File: config.mk
export PLATFORM = sky130hd
export DESIGN_NAME = ieee754_to_hex_float_text_unit
export DESIGN_NICKNAME = d
export VERILOG_FILES = /design/src/hdl/i2hft_pkg.sv /design/src/hdl/i2hft_sequencer.sv /design/src/hdl/ieee754_to_hex_float_text_unit.sv
export VERILOG_INCLUDE_DIRS = /design/src /design/src/hdl
export SDC_FILE = /design/constraint.sdc
export NUM_CORES = 1
export LEC_CHECK = 0
export ABC_AREA = 1
export BUFFER_PORTS_ARGS = -buffer_cell sky130_fd_sc_hd__buf_2
export CORE_AREA = 2 2 134 136
export DETAILED_ROUTE_END_ITERATION = 10
export DIE_AREA = 0 0 136 138
export PLACE_DENSITY = 0.65
export REMOVE_ABC_BUFFERS = 1
export SYNTH_ARGS = -nofsm -noshare
export SYNTH_HDL_FRONTEND = slang
export SYNTH_HIERARCHICAL = 1
export SYNTH_SLANG_ARGS = --single-unit
File: constraint.sdc
create_clock -name clk -period 16.1 [get_ports clk]
set_clock_uncertainty 0.2 [all_clocks]
set_input_delay 1.61 -clock clk [delete_from_list [all_inputs] [get_ports clk]]
set_output_delay 1.61 -clock clk [all_outputs]
set_load 0.02 [all_outputs]
File: src/hdl/ieee754_to_hex_float_text_unit_defines.svh
// Assertion helpers used by the top RTL module of the hexadecimal float text unit.
`ifndef IEEE754_TO_HEX_FLOAT_TEXT_UNIT_DEFINES_SVH
`define IEEE754_TO_HEX_FLOAT_TEXT_UNIT_DEFINES_SVH

// The consequent must hold in the same cycle as the antecedent.
`define I2HFT_ASSERT_SAME(label, clock, reset_n, ante, cons, msg) \
    label: assert property (@(posedge clock) disable iff (!reset_n) (ante) |-> (cons)) \
        else $error(msg);

// The consequent must hold in the cycle after the antecedent.
`define I2HFT_ASSERT_NEXT(label, clock, reset_n, ante, cons, msg) \
    label: assert property (@(posedge clock) disable iff (!reset_n) (ante) |=> (cons)) \
        else $error(msg);

`endif

File: src/hdl/i2hft_pkg.sv
`timescale 1ns / 1ps
`default_nettype none

package i2hft_pkg;

    localparam int PC_W = 6;
    typedef logic [PC_W-1:0] pc_t;

    // What a step puts on the output channel.
    typedef enum logic [1:0] {
        EM_NONE,
        EM_CONST,
        EM_HEX,
        EM_DEC
    } emit_t;

    // Datapath operation of a step.
    typedef enum logic [2:0] {
        OP_NONE,
        OP_LOAD,
        OP_STRIP,
        OP_HEX_NEXT,
        OP_DAB_INIT,
        OP_DAB_STEP,
        OP_BCD_SHIFT
    } op_t;

    // Jump condition of a step.
    typedef enum logic [3:0] {
        CD_NEVER,
        CD_ALWAYS,
        CD_NAN,
        CD_INF,
        CD_NEG,
        CD_ZERO,
        CD_SUB,
        CD_DBL,
        CD_STRIP,
        CD_FRAC_ZERO,
        CD_HEX_MORE,
        CD_EXP_NEG,
        CD_DAB_MORE,
        CD_BCD_LEAD,
        CD_DEC_MORE
    } cond_t;

    typedef struct packed {
        emit_t      emit;
        logic [6:0] ch;
        logic       last;
        op_t        op;
        cond_t      cond;
        logic       inv;
        pc_t        target;
    } ctrl_word_t;

    // Status flags from the datapath that the jump conditions test.
    typedef struct packed {
        logic nan;
        logic inf;
        logic neg;
        logic zero;
        logic sub;
        logic dbl;
        logic strip;
        logic frac_zero;
        logic hex_more;
        logic exp_neg;
        logic dab_more;
        logic bcd_lead;
        logic dec_more;
    } cond_flags_t;

    localparam logic [10:0] SGL_EXP_MAX = 11'h0FF;
    localparam logic [10:0] DBL_EXP_MAX = 11'h7FF;
    localparam logic [10:0] SGL_BIAS    = 11'd127;
    localparam logic [10:0] DBL_BIAS    = 11'd1023;
    localparam logic [3:0]  SGL_DIGITS  = 4'd6;
    localparam logic [3:0]  DBL_DIGITS  = 4'd13;
    localparam logic [3:0]  DAB_BITS    = 4'd10;
    localparam logic [2:0]  DEC_DIGITS  = 3'd4;

    // Program labels.
    localparam pc_t A_LOAD      = 6'd0;
    localparam pc_t A_SIGN_DONE = 6'd4;
    localparam pc_t A_LEAD_SUB  = 6'd11;
    localparam pc_t A_POINT     = 6'd12;
    localparam pc_t A_STRIP     = 6'd13;
    localparam pc_t A_FRAC      = 6'd15;
    localparam pc_t A_HEX       = 6'd18;
    localparam pc_t A_EXP       = 6'd19;
    localparam pc_t A_EXP_MAG   = 6'd23;
    localparam pc_t A_DAB       = 6'd24;
    localparam pc_t A_NORM      = 6'd25;
    localparam pc_t A_DEC       = 6'd27;
    localparam pc_t A_NAN       = 6'd29;
    localparam pc_t A_INF       = 6'd32;
    localparam pc_t A_ZERO      = 6'd40;
    localparam pc_t A_SUBEXP    = 6'd45;
    localparam pc_t A_SUBEXP_D  = 6'd51;

    function automatic ctrl_word_t mk(input emit_t e, input logic [7:0] c, input logic l,
                                      input op_t o, input cond_t cd, input logic iv,
                                      input pc_t t);
        ctrl_word_t w;
        w.emit   = e;
        w.ch     = c[6:0];
        w.last   = l;
        w.op     = o;
        w.cond   = cd;
        w.inv    = iv;
        w.target = t;
        return w;
    endfunction

    function automatic ctrl_word_t put(input logic [7:0] c);
        return mk(EM_CONST, c, 1'b0, OP_NONE, CD_NEVER, 1'b0, A_LOAD);
    endfunction

    // Final character of a fixed text; returns to the load step.
    function automatic ctrl_word_t put_end(input logic [7:0] c);
        return mk(EM_CONST, c, 1'b1, OP_NONE, CD_ALWAYS, 1'b0, A_LOAD);
    endfunction

    function automatic ctrl_word_t jmp(input cond_t cd, input logic iv, input pc_t t);
        return mk(EM_NONE, 8'h00, 1'b0, OP_NONE, cd, iv, t);
    endfunction

    function automatic ctrl_word_t act(input op_t o, input cond_t cd, input pc_t t);
        return mk(EM_NONE, 8'h00, 1'b0, o, cd, 1'b0, t);
    endfunction

    function automatic logic [6:0] hex_char(input logic [3:0] d);
        return (d < 4'd10) ? (7'h30 + {3'b000, d}) : (7'h57 + {3'b000, d});
    endfunction

    // Control store of the formatter.
    function automatic ctrl_word_t rom_word(input pc_t pc);
        ctrl_word_t w;
        case (pc)
            6'd0:  w = act(OP_LOAD, CD_NEVER, A_LOAD);
            6'd1:  w = jmp(CD_NAN, 1'b0, A_NAN);
            6'd2:  w = jmp(CD_NEG, 1'b1, A_SIGN_DONE);
            6'd3:  w = put("-");
            6'd4:  w = jmp(CD_INF, 1'b0, A_INF);
            6'd5:  w = put("0");
            6'd6:  w = put("x");
            6'd7:  w = jmp(CD_ZERO, 1'b0, A_ZERO);
            6'd8:  w = jmp(CD_SUB, 1'b0, A_LEAD_SUB);
            6'd9:  w = put("1");
            6'd10: w = jmp(CD_ALWAYS, 1'b0, A_POINT);
            6'd11: w = put("0");
            6'd12: w = put(".");
            6'd13: w = jmp(CD_STRIP, 1'b1, A_FRAC);
            6'd14: w = act(OP_STRIP, CD_ALWAYS, A_STRIP);
            6'd15: w = jmp(CD_FRAC_ZERO, 1'b1, A_HEX);
            6'd16: w = put("0");
            6'd17: w = jmp(CD_ALWAYS, 1'b0, A_EXP);
            6'd18: w = mk(EM_HEX, 8'h00, 1'b0, OP_HEX_NEXT, CD_HEX_MORE, 1'b0, A_HEX);
            6'd19: w = jmp(CD_SUB, 1'b0, A_SUBEXP);
            6'd20: w = put("p");
            6'd21: w = jmp(CD_EXP_NEG, 1'b1, A_EXP_MAG);
            6'd22: w = put("-");
            6'd23: w = act(OP_DAB_INIT, CD_NEVER, A_LOAD);
            6'd24: w = act(OP_DAB_STEP, CD_DAB_MORE, A_DAB);
            6'd25: w = jmp(CD_BCD_LEAD, 1'b1, A_DEC);
            6'd26: w = act(OP_BCD_SHIFT, CD_ALWAYS, A_NORM);
            6'd27: w = mk(EM_DEC, 8'h00, 1'b0, OP_BCD_SHIFT, CD_DEC_MORE, 1'b0, A_DEC);
            6'd28: w = jmp(CD_ALWAYS, 1'b0, A_LOAD);
            6'd29: w = put("N");
            6'd30: w = put("a");
            6'd31: w = put_end("N");
            6'd32: w = put("I");
            6'd33: w = put("n");
            6'd34: w = put("f");
            6'd35: w = put("i");
            6'd36: w = put("n");
            6'd37: w = put("i");
            6'd38: w = put("t");
            6'd39: w = put_end("y");
            6'd40: w = put("0");
            6'd41: w = put(".");
            6'd42: w = put("0");
            6'd43: w = put("p");
            6'd44: w = put_end("0");
            6'd45: w = jmp(CD_DBL, 1'b0, A_SUBEXP_D);
            6'd46: w = put("p");
            6'd47: w = put("-");
            6'd48: w = put("1");
            6'd49: w = put("2");
            6'd50: w = put_end("6");
            6'd51: w = put("p");
            6'd52: w = put("-");
            6'd53: w = put("1");
            6'd54: w = put("0");
            6'd55: w = put("2");
            6'd56: w = put_end("2");
            default: w = jmp(CD_ALWAYS, 1'b0, A_LOAD);
        endcase
        return w;
    endfunction

endpackage

`default_nettype wire

File: src/hdl/i2hft_sequencer.sv
`timescale 1ns / 1ps
`default_nettype none

module i2hft_sequencer (
    input  wire logic                   clk,
    input  wire logic                   rst_n,
    input  wire logic                   hold,
    input  wire i2hft_pkg::cond_flags_t flags,
    output i2hft_pkg::ctrl_word_t       cw
);
    import i2hft_pkg::*;

    pc_t  pc_reg;
    pc_t  pc_next;
    logic cond_hit;

    assign cw = rom_word(pc_reg);

    always_comb
    begin
        case (cw.cond)
            CD_NEVER:     cond_hit = 1'b0;
            CD_ALWAYS:    cond_hit = 1'b1;
            CD_NAN:       cond_hit = flags.nan;
            CD_INF:       cond_hit = flags.inf;
            CD_NEG:       cond_hit = flags.neg;
            CD_ZERO:      cond_hit = flags.zero;
            CD_SUB:       cond_hit = flags.sub;
            CD_DBL:       cond_hit = flags.dbl;
            CD_STRIP:     cond_hit = flags.strip;
            CD_FRAC_ZERO: cond_hit = flags.frac_zero;
            CD_HEX_MORE:  cond_hit = flags.hex_more;
            CD_EXP_NEG:   cond_hit = flags.exp_neg;
            CD_DAB_MORE:  cond_hit = flags.dab_more;
            CD_BCD_LEAD:  cond_hit = flags.bcd_lead;
            CD_DEC_MORE:  cond_hit = flags.dec_more;
            default:      cond_hit = 1'b0;
        endcase
    end

    always_comb
    begin
        if (hold)
        begin
            pc_next = pc_reg;
        end
        else if (cond_hit ^ cw.inv)
        begin
            pc_next = cw.target;
        end
        else
        begin
            pc_next = pc_reg + 6'd1;
        end
    end

    always_ff @(posedge clk or negedge rst_n)
    begin
        if (!rst_n)
        begin
            pc_reg <= A_LOAD;
        end
        else
        begin
            pc_reg <= pc_next;
        end
    end

endmodule

`default_nettype wire

File: src/hdl/ieee754_to_hex_float_text_unit.sv
`timescale 1ns / 1ps
`default_nettype none
`include "ieee754_to_hex_float_text_unit_defines.svh"

// Formats the raw bits of an IEEE-754 single or double value as hexadecimal
// text, one ASCII character per output item, with tlast on the final character
// of each value. Normal values read "[-]0x1.<frac>p<exp>" with a decimal
// exponent, subnormals "[-]0x0.<frac>p-126" or "[-]0x0.<frac>p-1022", zero
// "[-]0x0.0p0", and the specials "NaN", "Infinity" and "-Infinity". The fraction
// keeps its leading zeros but loses its trailing zero digits. A small
// microcoded sequencer runs one control step per clock while it neither waits
// for an input item nor for a stalled output. Its steps emit the characters,
// strip trailing zero digits, convert the ten bits of a normal exponent's
// magnitude to decimal and skip the leading zeros of its four decimal digits,
// with branch and setup steps between them. A new item is taken only once the
// previous one has handed its last character to the output register, and a
// stalled output holds the sequencer on its current character step.
module ieee754_to_hex_float_text_unit (
    input  wire logic        clk,
    input  wire logic        rst_n,
    input  wire logic        s_axis_tvalid,
    output logic             s_axis_tready,
    input  wire logic [63:0] s_axis_tdata,   // [63:0] value_bits
    input  wire logic [0:0]  s_axis_tuser,   // [0] kind (0 single, 1 double)
    output logic             m_axis_tvalid,
    input  wire logic        m_axis_tready,
    output logic [7:0]       m_axis_tdata,   // [6:0] char_code, [7] zero
    output logic             m_axis_tlast    // last
);
    import i2hft_pkg::*;

    ctrl_word_t  cw;
    cond_flags_t flags;
    logic        hold;
    logic        out_free;
    logic        load;
    logic        step;

    // Working registers of the value being formatted.
    logic        neg_reg,     neg_next;
    logic        dbl_reg,     dbl_next;
    logic [10:0] expo_reg,    expo_next;
    logic [51:0] frac_reg,    frac_next;
    logic [3:0]  hex_cnt_reg, hex_cnt_next;
    logic [9:0]  bin_reg,     bin_next;
    logic [15:0] bcd_reg,     bcd_next;
    logic [3:0]  bit_cnt_reg, bit_cnt_next;
    logic [2:0]  dec_cnt_reg, dec_cnt_next;

    // Output register.
    logic        out_valid_reg, out_valid_next;
    logic [6:0]  char_reg,      char_next;
    logic        last_reg,      last_next;

    logic [10:0] exp_max;
    logic [10:0] bias;
    logic [10:0] exp_mag;
    logic [3:0]  hex_idx;
    logic [5:0]  nib_base;
    logic [3:0]  nibble;
    logic [15:0] bcd_adj;
    logic [6:0]  emit_char;
    logic        emit_last;

    i2hft_sequencer u_seq (
        .clk   (clk),
        .rst_n (rst_n),
        .hold  (hold),
        .flags (flags),
        .cw    (cw)
    );

    // The output register takes a new character when empty or being drained.
    assign out_free      = !out_valid_reg || m_axis_tready;
    assign s_axis_tready = (cw.op == OP_LOAD);
    assign hold          = ((cw.op == OP_LOAD) && !s_axis_tvalid)
                        || ((cw.emit != EM_NONE) && !out_free);
    assign step          = !hold;
    assign load          = s_axis_tvalid && s_axis_tready;

    assign exp_max = dbl_reg ? DBL_EXP_MAX : SGL_EXP_MAX;
    assign bias    = dbl_reg ? DBL_BIAS : SGL_BIAS;
    assign exp_mag = (expo_reg < bias) ? (bias - expo_reg) : (expo_reg - bias);

    always_comb
    begin
        flags.nan       = (expo_reg == exp_max) && (frac_reg != '0);
        flags.inf       = (expo_reg == exp_max) && (frac_reg == '0);
        flags.neg       = neg_reg;
        flags.zero      = (expo_reg == '0) && (frac_reg == '0);
        flags.sub       = (expo_reg == '0);
        flags.dbl       = dbl_reg;
        flags.strip     = (frac_reg != '0) && (frac_reg[3:0] == 4'h0);
        flags.frac_zero = (frac_reg == '0);
        flags.hex_more  = (hex_cnt_reg > 4'd1);
        flags.exp_neg   = (expo_reg < bias);
        flags.dab_more  = (bit_cnt_reg > 4'd1);
        flags.bcd_lead  = (bcd_reg[15:12] == 4'h0) && (dec_cnt_reg > 3'd1);
        flags.dec_more  = (dec_cnt_reg > 3'd1);
    end

    // The leading hex digit sits at nibble position hex_cnt - 1.
    assign hex_idx  = hex_cnt_reg - 4'd1;
    assign nib_base = {hex_idx, 2'b00};
    assign nibble   = frac_reg[nib_base +: 4];

    // Double-dabble correction: every BCD digit of five or more gets three added.
    always_comb
    begin
        for (int i = 0; i < 4; i++)
        begin
            bcd_adj[4*i +: 4] = (bcd_reg[4*i +: 4] >= 4'd5) ? (bcd_reg[4*i +: 4] + 4'd3)
                                                             : bcd_reg[4*i +: 4];
        end
    end

    always_comb
    begin
        case (cw.emit)
            EM_CONST: emit_char = cw.ch;
            EM_HEX:   emit_char = hex_char(nibble);
            EM_DEC:   emit_char = 7'h30 + {3'b000, bcd_reg[15:12]};
            default:  emit_char = cw.ch;
        endcase
        emit_last = cw.last || ((cw.emit == EM_DEC) && (dec_cnt_reg == 3'd1));
    end

    always_comb
    begin
        neg_next     = neg_reg;
        dbl_next     = dbl_reg;
        expo_next    = expo_reg;
        frac_next    = frac_reg;
        hex_cnt_next = hex_cnt_reg;
        bin_next     = bin_reg;
        bcd_next     = bcd_reg;
        bit_cnt_next = bit_cnt_reg;
        dec_cnt_next = dec_cnt_reg;
        if (step)
        begin
            case (cw.op)
                OP_LOAD:
                begin
                    dbl_next = s_axis_tuser[0];
                    if (s_axis_tuser[0])
                    begin
                        neg_next     = s_axis_tdata[63];
                        expo_next    = s_axis_tdata[62:52];
                        frac_next    = s_axis_tdata[51:0];
                        hex_cnt_next = DBL_DIGITS;
                    end
                    else
                    begin
                        // The 23-bit single fraction is padded to six whole digits.
                        neg_next     = s_axis_tdata[31];
                        expo_next    = {3'b000, s_axis_tdata[30:23]};
                        frac_next    = {28'h0000000, s_axis_tdata[22:0], 1'b0};
                        hex_cnt_next = SGL_DIGITS;
                    end
                end
                OP_STRIP:
                begin
                    frac_next    = {4'h0, frac_reg[51:4]};
                    hex_cnt_next = hex_cnt_reg - 4'd1;
                end
                OP_HEX_NEXT:
                begin
                    hex_cnt_next = hex_cnt_reg - 4'd1;
                end
                OP_DAB_INIT:
                begin
                    bin_next     = exp_mag[9:0];
                    bcd_next     = '0;
                    bit_cnt_next = DAB_BITS;
                    dec_cnt_next = DEC_DIGITS;
                end
                OP_DAB_STEP:
                begin
                    bcd_next     = {bcd_adj[14:0], bin_reg[9]};
                    bin_next     = {bin_reg[8:0], 1'b0};
                    bit_cnt_next = bit_cnt_reg - 4'd1;
                end
                OP_BCD_SHIFT:
                begin
                    bcd_next     = {bcd_reg[11:0], 4'h0};
                    dec_cnt_next = dec_cnt_reg - 3'd1;
                end
                default:
                begin
                end
            endcase
        end
    end

    always_comb
    begin
        out_valid_next = out_valid_reg;
        char_next      = char_reg;
        last_next      = last_reg;
        if ((cw.emit != EM_NONE) && out_free)
        begin
            out_valid_next = 1'b1;
            char_next      = emit_char;
            last_next      = emit_last;
        end
        else if (m_axis_tready)
        begin
            out_valid_next = 1'b0;
        end
    end

    always_ff @(posedge clk or negedge rst_n)
    begin
        if (!rst_n)
        begin
            out_valid_reg <= 1'b0;
        end
        else
        begin
            out_valid_reg <= out_valid_next;
        end
    end

    always_ff @(posedge clk)
    begin
        neg_reg     <= neg_next;
        dbl_reg     <= dbl_next;
        expo_reg    <= expo_next;
        frac_reg    <= frac_next;
        hex_cnt_reg <= hex_cnt_next;
        bin_reg     <= bin_next;
        bcd_reg     <= bcd_next;
        bit_cnt_reg <= bit_cnt_next;
        dec_cnt_reg <= dec_cnt_next;
        char_reg    <= char_next;
        last_reg    <= last_next;
    end

    assign m_axis_tvalid = out_valid_reg;
    assign m_axis_tdata  = {1'b0, char_reg};
    assign m_axis_tlast  = last_reg;

    // A hex digit is only printed while the digit counter points inside the fraction.
    `I2HFT_ASSERT_SAME(a_hex_digit_range, clk, rst_n, (cw.emit == EM_HEX), (hex_cnt_reg != 4'd0) && (hex_cnt_reg <= DBL_DIGITS), "hex digit counter out of range")
    // A decimal digit comes from a valid BCD digit with digits left to print.
    `I2HFT_ASSERT_SAME(a_dec_digit_valid, clk, rst_n, (cw.emit == EM_DEC), (dec_cnt_reg != 3'd0) && (bcd_reg[15:12] <= 4'd9), "bad decimal exponent digit")
    // Once an item is taken the sequencer leaves the load step.
    `I2HFT_ASSERT_NEXT(a_busy_after_load, clk, rst_n, load, !s_axis_tready, "input accepted twice in a row")

endmodule

`default_nettype wire

======== After elaboration in Yosys (flattened, before gate mapping) ========
Memory sizes are Yosys's and may differ from the RTL's.
Index checks and enable logic that the tools add are counted.
cells by class
  muxes and demuxes ....................... 23
  add/sub/neg operators ................... 13
  divide/modulo/power cells ............... 0
  equal/unequal tests ..................... 24
  magnitude comparators ................... 9
  multiply operators ...................... 0
  bitwise operators ....................... 2
  reductions and logical operators ........ 34
  shift operators ......................... 1
operators with widths
  operator                                                                             number
  52-bit case mux with 2 select lines                                                  1
  52-bit logical NOT                                                                   1
  52-bit two-way mux                                                                   1
  52-bit nonzero test                                                                  1
  52-bit by 7-bit indexed part select with 4-bit output                                1
  16-bit case mux with 3 select lines                                                  1
  4-bit == test, second input constant                                                 7
  10-bit two-way mux                                                                   2
  10-bit case mux with 2 select lines                                                  1
  10-bit subtractor                                                                    2
  4-bit by 3-bit == test with 1-bit output, second input constant                      4
  4-bit by 3-bit greater-or-equal comparator with 1-bit output, second input constant  4
  4-bit two-way mux                                                                    4
  4-bit case mux with 2 select lines                                                   2
  6-bit by 4-bit adder with 7-bit output, first input constant                         2
  1-bit case mux with 14 select lines                                                  1
  7-bit case mux with 2 select lines                                                   1
  4-bit by 2-bit adder with 4-bit output, second input constant                        3
  2-bit AND reduction                                                                  6
  2-bit nonzero test                                                                   6
  11-bit == test                                                                       1
  11-bit logical NOT                                                                   1
  11-bit by 10-bit less-than comparator with 1-bit output                              1
  11-bit two-way mux                                                                   1
  other kinds (28)                                                                     51
storage, ports and cells
  input bits .............................. 69
  memories ................................ 1
  word-level logic and storage cells ...... 121
  bits in latches ......................... 0
  flip-flop bits (word level) ............. 117
  bits in read-only memories .............. 1,536
  bits in writable memories ............... 0
memories
  name             depth  bits a word  rd ports  clocked after memory_dff  write ports  RTL line          RTL
  (no name shown)  64     24           1         0                         0            i2hft_pkg.sv:140  case (pc)

======== Depth between registers and ports, before layout ========
Gate-level depths: netlist (run 1).
  depth in word-level cells ............... 7
  depth in mapped cells ................... 21
  mapped depth without buffers ............ 20

======== Cells and area by module ========
The synthesis (run 1) kept the hierarchy.
by module, submodules not included
  module                          area an instance (µm²)  seq. area each (µm²)  cells an instance  times used
  ieee754_to_hex_float_text_unit  6,702.7                 3,328.2               807                1
  i2hft_sequencer                 1,860.5                 150.1                 345                1

======== Worst setup path before layout (run 1) ========
No wires, ideal clock.
  kind .................................... register -> register
  start point ............................. reg u_seq.pc_reg[5]
  end point ............................... reg frac_reg[0] (enable)
  data required time ...................... 15.421 ns
  path buffers ............................ 3
  stages on the path, launching flop included .. 11
  clock period less this slack ............ 5.473 ns
  path slack .............................. 10.627 ns
  library setup time ...................... 0.479 ns
  data arrival time ....................... 4.794 ns
  cell sequence ........................... dfrtp_1 buf_2 inv_1 buf_1 clkbuf_1 o21ai_0 inv_1 inv_1 nor3_1 inv_1 a21oi_1
RTL lines
  what                    RTL line                               RTL
  from (decl)             i2hft_sequencer.sv:13                  pc_t pc_reg;
  from (signal assigned)  i2hft_sequencer.sv:65                  pc_reg <= pc_next;
  to (signal assigned)    ieee754_to_hex_float_text_unit.sv:229  frac_reg <= frac_next;
  to (decl)               ieee754_to_hex_float_text_unit.sv:43   logic [51:0] frac_reg, frac_next;

==> out/qor.yml, run 1 <==
min_path_type: "reg2reg"
pin_count: 80
p_int_uw: 1040
cts.sinks: 117
die_h_um: 138
worst_slew_pin_slew_ns: 1.04
clockBufferDepth: 2
cts_buffers: 17
synth_area_per_cell_sq_um: 7.44
pwr-share-seq_pct: 30.1
drive_gt1_share_pct: 13.7
critPathSlowestCell: "dfrtp_1"
power.leakage_uw: 0.00434
power_frac_comb_pct: 52.1
swShare_pct: 48.7
crit_chain: "inv_2, nand2_1, nor2_1, inv_1, o31ai_1, o21ai_0, inv_1, inv_1, nor3_1, buf_2"
overflow: 0
fin_crit_ns: 4.90
post_cts_buffers: 0
grtUsageTotal_pct: 25.4
grt_pass1_vias: 7393
diodes: 0
first_pass_iters: 6
insertion_delay_ns: 0.42
rsz0062_at_grt: "no"
grt_pass1_wl_um: 37800
cts_htree_levels: 4
ant_nets: 0
drc: 0
syn_inst: 1149
yosys_warnings: 6
tritoncts: "yes"
netlist_area_sq_mm: 0.00855
status: "finished, final reports clean"
root_buffer: "clkbuf_16"
syn2layout_area_growth_pct: 12.2
largest_reg_flops: 52
slew_headroom_pct: 30.3
min_period_over_period_pct: 30.4
cts_hold_buf: 0
power_frac_clock_pct: 17.8
postCtsResizedCells: 0
initial_core_util_pct: 48.8
power_switching_uw: 988
crit_fanout: 25
ir_drop_mv: 0.107
nets: 1303
utilization_pct: 54.7
setup_viol: 0
die_x_um: 136
antenna_found_initial: 0
cp.arrival_ns: 3.09
dp.cells: 1412
drt_iter0_markers: 716
port_buffers: 78
instances_no_fill: 1444
via_count: 7948
via_per_inst: 5.50
core_sq_mm: 0.0175
end_kind: "primary output"
power_density_mw_per_mm2: 212
clk_pin_slew_ns: 0.05
cap_violations: 0
setup_tns_ns: 0
wire_per_inst_um: 16.0
cp_common_cell: "inv_1"
dpl.hpwl_um: 17100
worstSetupPathType: "reg2out"
cp.required_ns: 14.29
crit_path_start_kind: "flop"
gp_congestion: 0.955
drt_wl_total_um: 23100
drv_slew: 0
hold_viol_final: 0
cp_slowest_stage_delay_ns: 0.66
die_area_sq_mm: 0.0188
rows: 49
grt_max_degree: 79
clock.fmax_ghz: 0.204
==> area by class of cell <==
type	instances	area, sq um
Fill cell	1742	7940
Multi-Input combinational cell	823	4230
Inverter	158	596
Sequential cell	117	3480
Tap cell	229	287
Timing Repair Buffer	85	443
Clock inverter	13	121
Clock buffer	19	433
==> power by group through the flow <==
stage	registers [uW]	logic (uW)	clock network, uW
3_3_place_gp	614	1050	0
2_1_floorplan	616	735	0
6_report	611	1060	360
3_5_place_dp	615	1040	0
5_1_grt	625	1190	379
4_1_cts	610	1050	364
==> metal layers <==
layer	global-route usage, %	vias to the layer above	share of wire, %
li1	-	3960	-
met1	34.5	3662	44
met2	41.7	285	49
met3	4.07	41	4.9
met4	7.95	0	2.1
met5	0	-	0
==> critical path, delay by kind of cell, from the launching register on <==
kind	cells	cell delay (ns)
AND/OR/NAND/NOR	3	0.73
AO/OA/AOI/OAI	2	0.20
flip-flops	1	0.66
buffers and inverters	5	1.09
==> stage by stage <==
stage	area [sq um]	worst slack, ns	hold WS (ns)	power (uW)
2_1_floorplan	8290	9.64	0.295	1350
3_3_place_gp	9040	11.75	0.311	1660
3_5_place_dp	9040	11.71	0.314	1660
4_1_cts	9590	11.25	0.336	2020
5_1_grt	9590	10.94	0.360	2190
6_report	9590	11.20	0.330	2030
==> worst paths after layout <==
path	startpoint	end	slack (ns)	cells after the start
worst max-delay path	u_seq/pc_reg[2]$_DFFE_PN0N_	s_axis_tready	11.20	10
max in group asynchronous	rst_n	u_seq/pc_reg[3]$_DFFE_PN0N_	14.67	1
worst max register to register	u_seq/pc_reg[2]$_DFFE_PN0N_	bin_reg[1]$_DFFE_PP_	11.72	12
worst min register to register	bin_reg[1]$_DFFE_PP_	bin_reg[2]$_DFFE_PP_	0.33	2
worst min-delay path	bin_reg[1]$_DFFE_PP_	bin_reg[2]$_DFFE_PP_	0.33	2
min in group asynchronous	rst_n	u_seq/pc_reg[4]$_DFFE_PN0N_	0.84	1
==> layout by cell type (no fill, tap or decap), types with 3 or more instances in the layout <==
cell / instances
nand3_1: 121
inv_1: 148
nand4_1: 14
inv_2: 8
xnor2_1: 3
clkinvlp_4: 3
nor4_1: 13
o31ai_1: 3
nand3_2: 6
nor2_2: 8
edfxtp_1: 110
buf_4: 7
nor2_4: 3
xor2_1: 9
o32ai_1: 3
clkbuf_16: 17
or2_2: 3
a21oi_1: 30
dfrtp_1: 7
ha_1: 31
nor3_1: 10
inv_6: 5
nand2_1: 278
clkinv_1: 3
o211ai_1: 7
o21ai_0: 88
buf_2: 78
a221oi_1: 3
o22ai_1: 11
nor2_1: 109
nand2_2: 19
a31oi_1: 25
Power figures use the tool's default switching activity.
==> run 2, diff against run 1 <==
--- a/config.mk
+++ b/config.mk
@@ -11,7 +11,7 @@
 export CORE_AREA = 2 2 134 136
 export DETAILED_ROUTE_END_ITERATION = 10
 export DIE_AREA = 0 0 136 138
-export PLACE_DENSITY = 0.65
+export PLACE_DENSITY = 0.68
 export REMOVE_ABC_BUFFERS = 1
 export SYNTH_ARGS = -nofsm -noshare
 export SYNTH_HDL_FRONTEND = slang
==> constraint.sdc (replaced) <==
create_clock -name clk -period 4.1 [get_ports clk]
set_clock_uncertainty 0.2 [all_clocks]
set_input_delay 0.41 -clock clk [delete_from_list [all_inputs] [get_ports clk]]
set_output_delay 0.41 -clock clk [all_outputs]
set_load 0.02 [all_outputs]
==> out/qor.yml, run 2 (synthesis results as in run 1) <==
wire_per_inst_um: 15.8  # -1.5%
initial_core_util_pct: 48.8  # unchanged
reg2reg_depth: 12  # unchanged
antenna_found_initial: 0  # unchanged
slew_headroom_pct: 52.3  # +22 points
clock.fmax_ghz: 0.269
drive_gt1_share_pct: 15.0  # +1.3 points
die_x_um: 136  # unchanged
hold_viol_final: 0  # unchanged
grt_pass1_vias: 7600  # +2.8%
rrSetupSlack_ns: 0.38  # -11.34 ns
drc: 0  # unchanged
fin_crit_ns: 3.72
worstSetupPathType: "reg2reg"
ir_drop_mv: 0.452  # +320%
power.leakage_uw: 0.00443  # +2.1%
worst_slew_pin_slew_ns: 0.714  # -0.328 ns
r2r-start: "u_seq/pc_reg[0]$_DFFE_PN0N_"
dpl.hpwl_um: 17200  # +0.62%
insertion_delay_ns: 0.42  # about the same
setup_viol: 0  # unchanged
drv_slew: 0  # unchanged
root_buffer: "clkbuf_16"
grt_util_met2_pct: 40.1  # -1.5 points
port_buffers: 78  # unchanged
whs_path_depth: 3  # +1
instances_no_fill: 1462  # +1.2%
cp.arrival_ns: 3.59  # +0.50 ns
nets: 1322  # +1.5%
cts_buffers: 17  # unchanged
die_area_sq_mm: 0.0188  # unchanged
largest_reg_flops: 52  # unchanged
end_kind: "flop"
crit_path_start_kind: "flop"
grtUsageMet3_pct: 4.47  # +0.40 points
setup_tns_ns: 0  # unchanged
dp.cells: 1430  # +1.3%
grt_pass1_wl_um: 37400  # -1.1%
power_uw: 8080  # +300%
cap_violations: 0  # unchanged
ant_nets: 0  # unchanged
path_buf_inv: 2  # -3
post_cts_buffers: 0  # unchanged
gp_congestion: 1.00  # +4.8%
grtUsageTotal_pct: 25.2  # -0.22 points
final_common_cell: "nand2_1"
die_h_um: 138  # unchanged
crit_chain: "inv_1, ha_1, nand2_1, nor2_1, o21ai_0, o21ai_0, a22oi_1, nand2_1, nor2_1, o22ai_2, or2_2, inv_1"
via_count: 8005  # +0.72%
cts.sinks: 117  # unchanged
clockBufferDepth: 2  # unchanged
tritoncts: "yes"
cp_slowest_stage_delay_ns: 0.50  # -0.16 ns
via_per_inst: 5.48  # -0.52%
min_period_over_period_pct: 90.8
drt_wl_total_um: 23100  # -0.28%
overflow: 0  # unchanged
crit_fanout: 13  # -48%
status: "finished, final reports clean"
path_depth: 12  # +2
grt_busiest_layer: "met2"
cts_htree_levels: 4  # unchanged
power_density_mw_per_mm2: 830  # +290%
hold_start: "s_axis_tdata[60]"
crit_family: "simple AND/OR/NAND/NOR gates"
layout_common_cells: "nand2_1 (278), inv_1 (148), nand3_1 (121)"
rsz0062_at_grt: "no"
first_pass_iters: 6  # unchanged
pin_count: 80  # unchanged
hold_end: "expo_reg[8]$_SDFFCE_PN0P_"
diodes: 0  # unchanged
syn2layout_area_growth_pct: 13.8
grt_use_met1_pct: 33.4  # -1.0 points
drt_iter0_markers: 794  # +11%
rr_endpoint: "expo_reg[8]$_SDFFCE_PN0P_"
rows: 49  # unchanged
grt_max_degree: 53  # -33%
min_path_type: "in2reg"
core_sq_mm: 0.0175  # unchanged
clk_pin_slew_ns: 0.05  # about the same
multiInputGateArea_sq_mm: 0.00424  # about the same
cp.required_ns: 3.97  # -10.32 ns
regArea_sq_mm: 0.00348  # unchanged
critPathSlowestCell: "dfrtp_1"
fillers: 1690  # -3.0%
## run 2: cell types whose count changed in the layout (fill, tap and decap cells not counted)
cell	before	now
dlygate4sd3_1	0	1
clkinv_4	2	1
inv_6	5	3
nor2_2	8	9
clkinv_1	3	4
clkbuf_1	2	1
clkinv_2	0	2
nor2_1	109	108
buf_4	7	24
buf_12	0	1
## run 2: worst max-delay path by stage
stage / from / endpoint / slack (ns)
global placement: u_seq/pc_reg[0]$_DFFE_PN0N_ / bin_reg[8]$_DFFE_PP_ / 0.37
detailed placement: u_seq/pc_reg[0]$_DFFE_PN0N_ / bin_reg[8]$_DFFE_PP_ / 0.25
finish: u_seq/pc_reg[0]$_DFFE_PN0N_ / expo_reg[8]$_SDFFCE_PN0P_ / 0.38
CTS: u_seq/pc_reg[0]$_DFFE_PN0N_ / bin_reg[1]$_DFFE_PP_ / 0.22
floorplan: u_seq/pc_reg[3]$_DFFE_PN0N_ / frac_reg[0]$_DFFE_PP_ / -2.36
global route: u_seq/pc_reg[0]$_DFFE_PN0N_ / expo_reg[1]$_DFFE_PP_ / 0.09
## run 2: per-layer routing
layer / up-vias / share of wire [%]
met5: - / 0
met4: 0 / 3.3
met3: 62 / 6.3
met2: 314 / 47
met1: 3633 / 44
li1: 3996 / -
## run 2: cell type report
type	count	share of cell area (%)
multi-input combinational	823	43.5
clock inverter	13	1.12
inverter	158	6.12
sequential	117	35.7
timing repair buffer	104	6.17
tap	229	2.94
clock buffer	18	4.41
## run 2: what timing repair did
| action | 4_1_cts | 5_1_grt |
|---|---|---|
| gates resized for setup | 0 | 1 |
| hold endpoints to repair | 7 | 0 |
| hold buffers | 1 | 0 |
| endpoints found under the setup margin | 0 | 14 |
## run 2: power by group
| group | switching [uW] | internal (uW) | total [uW] |
|---|---|---|---|
| combinational | 2970 | 1370 | 4340 |
| sequential | 364 | 2000 | 2360 |
| clock | 548 | 824 | 1370 |
## run 2: worst reg2reg max path: stages (launching register included)
cell     delay, ns
dfrtp_1       0.50
inv_1         0.19
ha_1          0.42
nand2_1       0.14
nor2_1        0.05
o21ai_0       0.26
o21ai_0       0.16
a22oi_1       0.20
nand2_1       0.15
nor2_1        0.28
o22ai_2       0.17
or2_2         0.31
inv_1         0.36
## run 2: through the flow
step / hold slack (ns) / setup WS, ns / util, % / area (sq um)
floorplan: -0.0856 / -2.36 / - / 8290
global placement: 0.0724 / 0.366 / 52.4 / 9190
detailed placement: 0.0723 / 0.246 / 52.4 / 9190
CTS: 0.0480 / 0.219 / 55.5 / 9730
global route: 0.0574 / 0.0921 / 55.5 / 9740
finish: 0.0576 / 0.377 / 55.5 / 9740
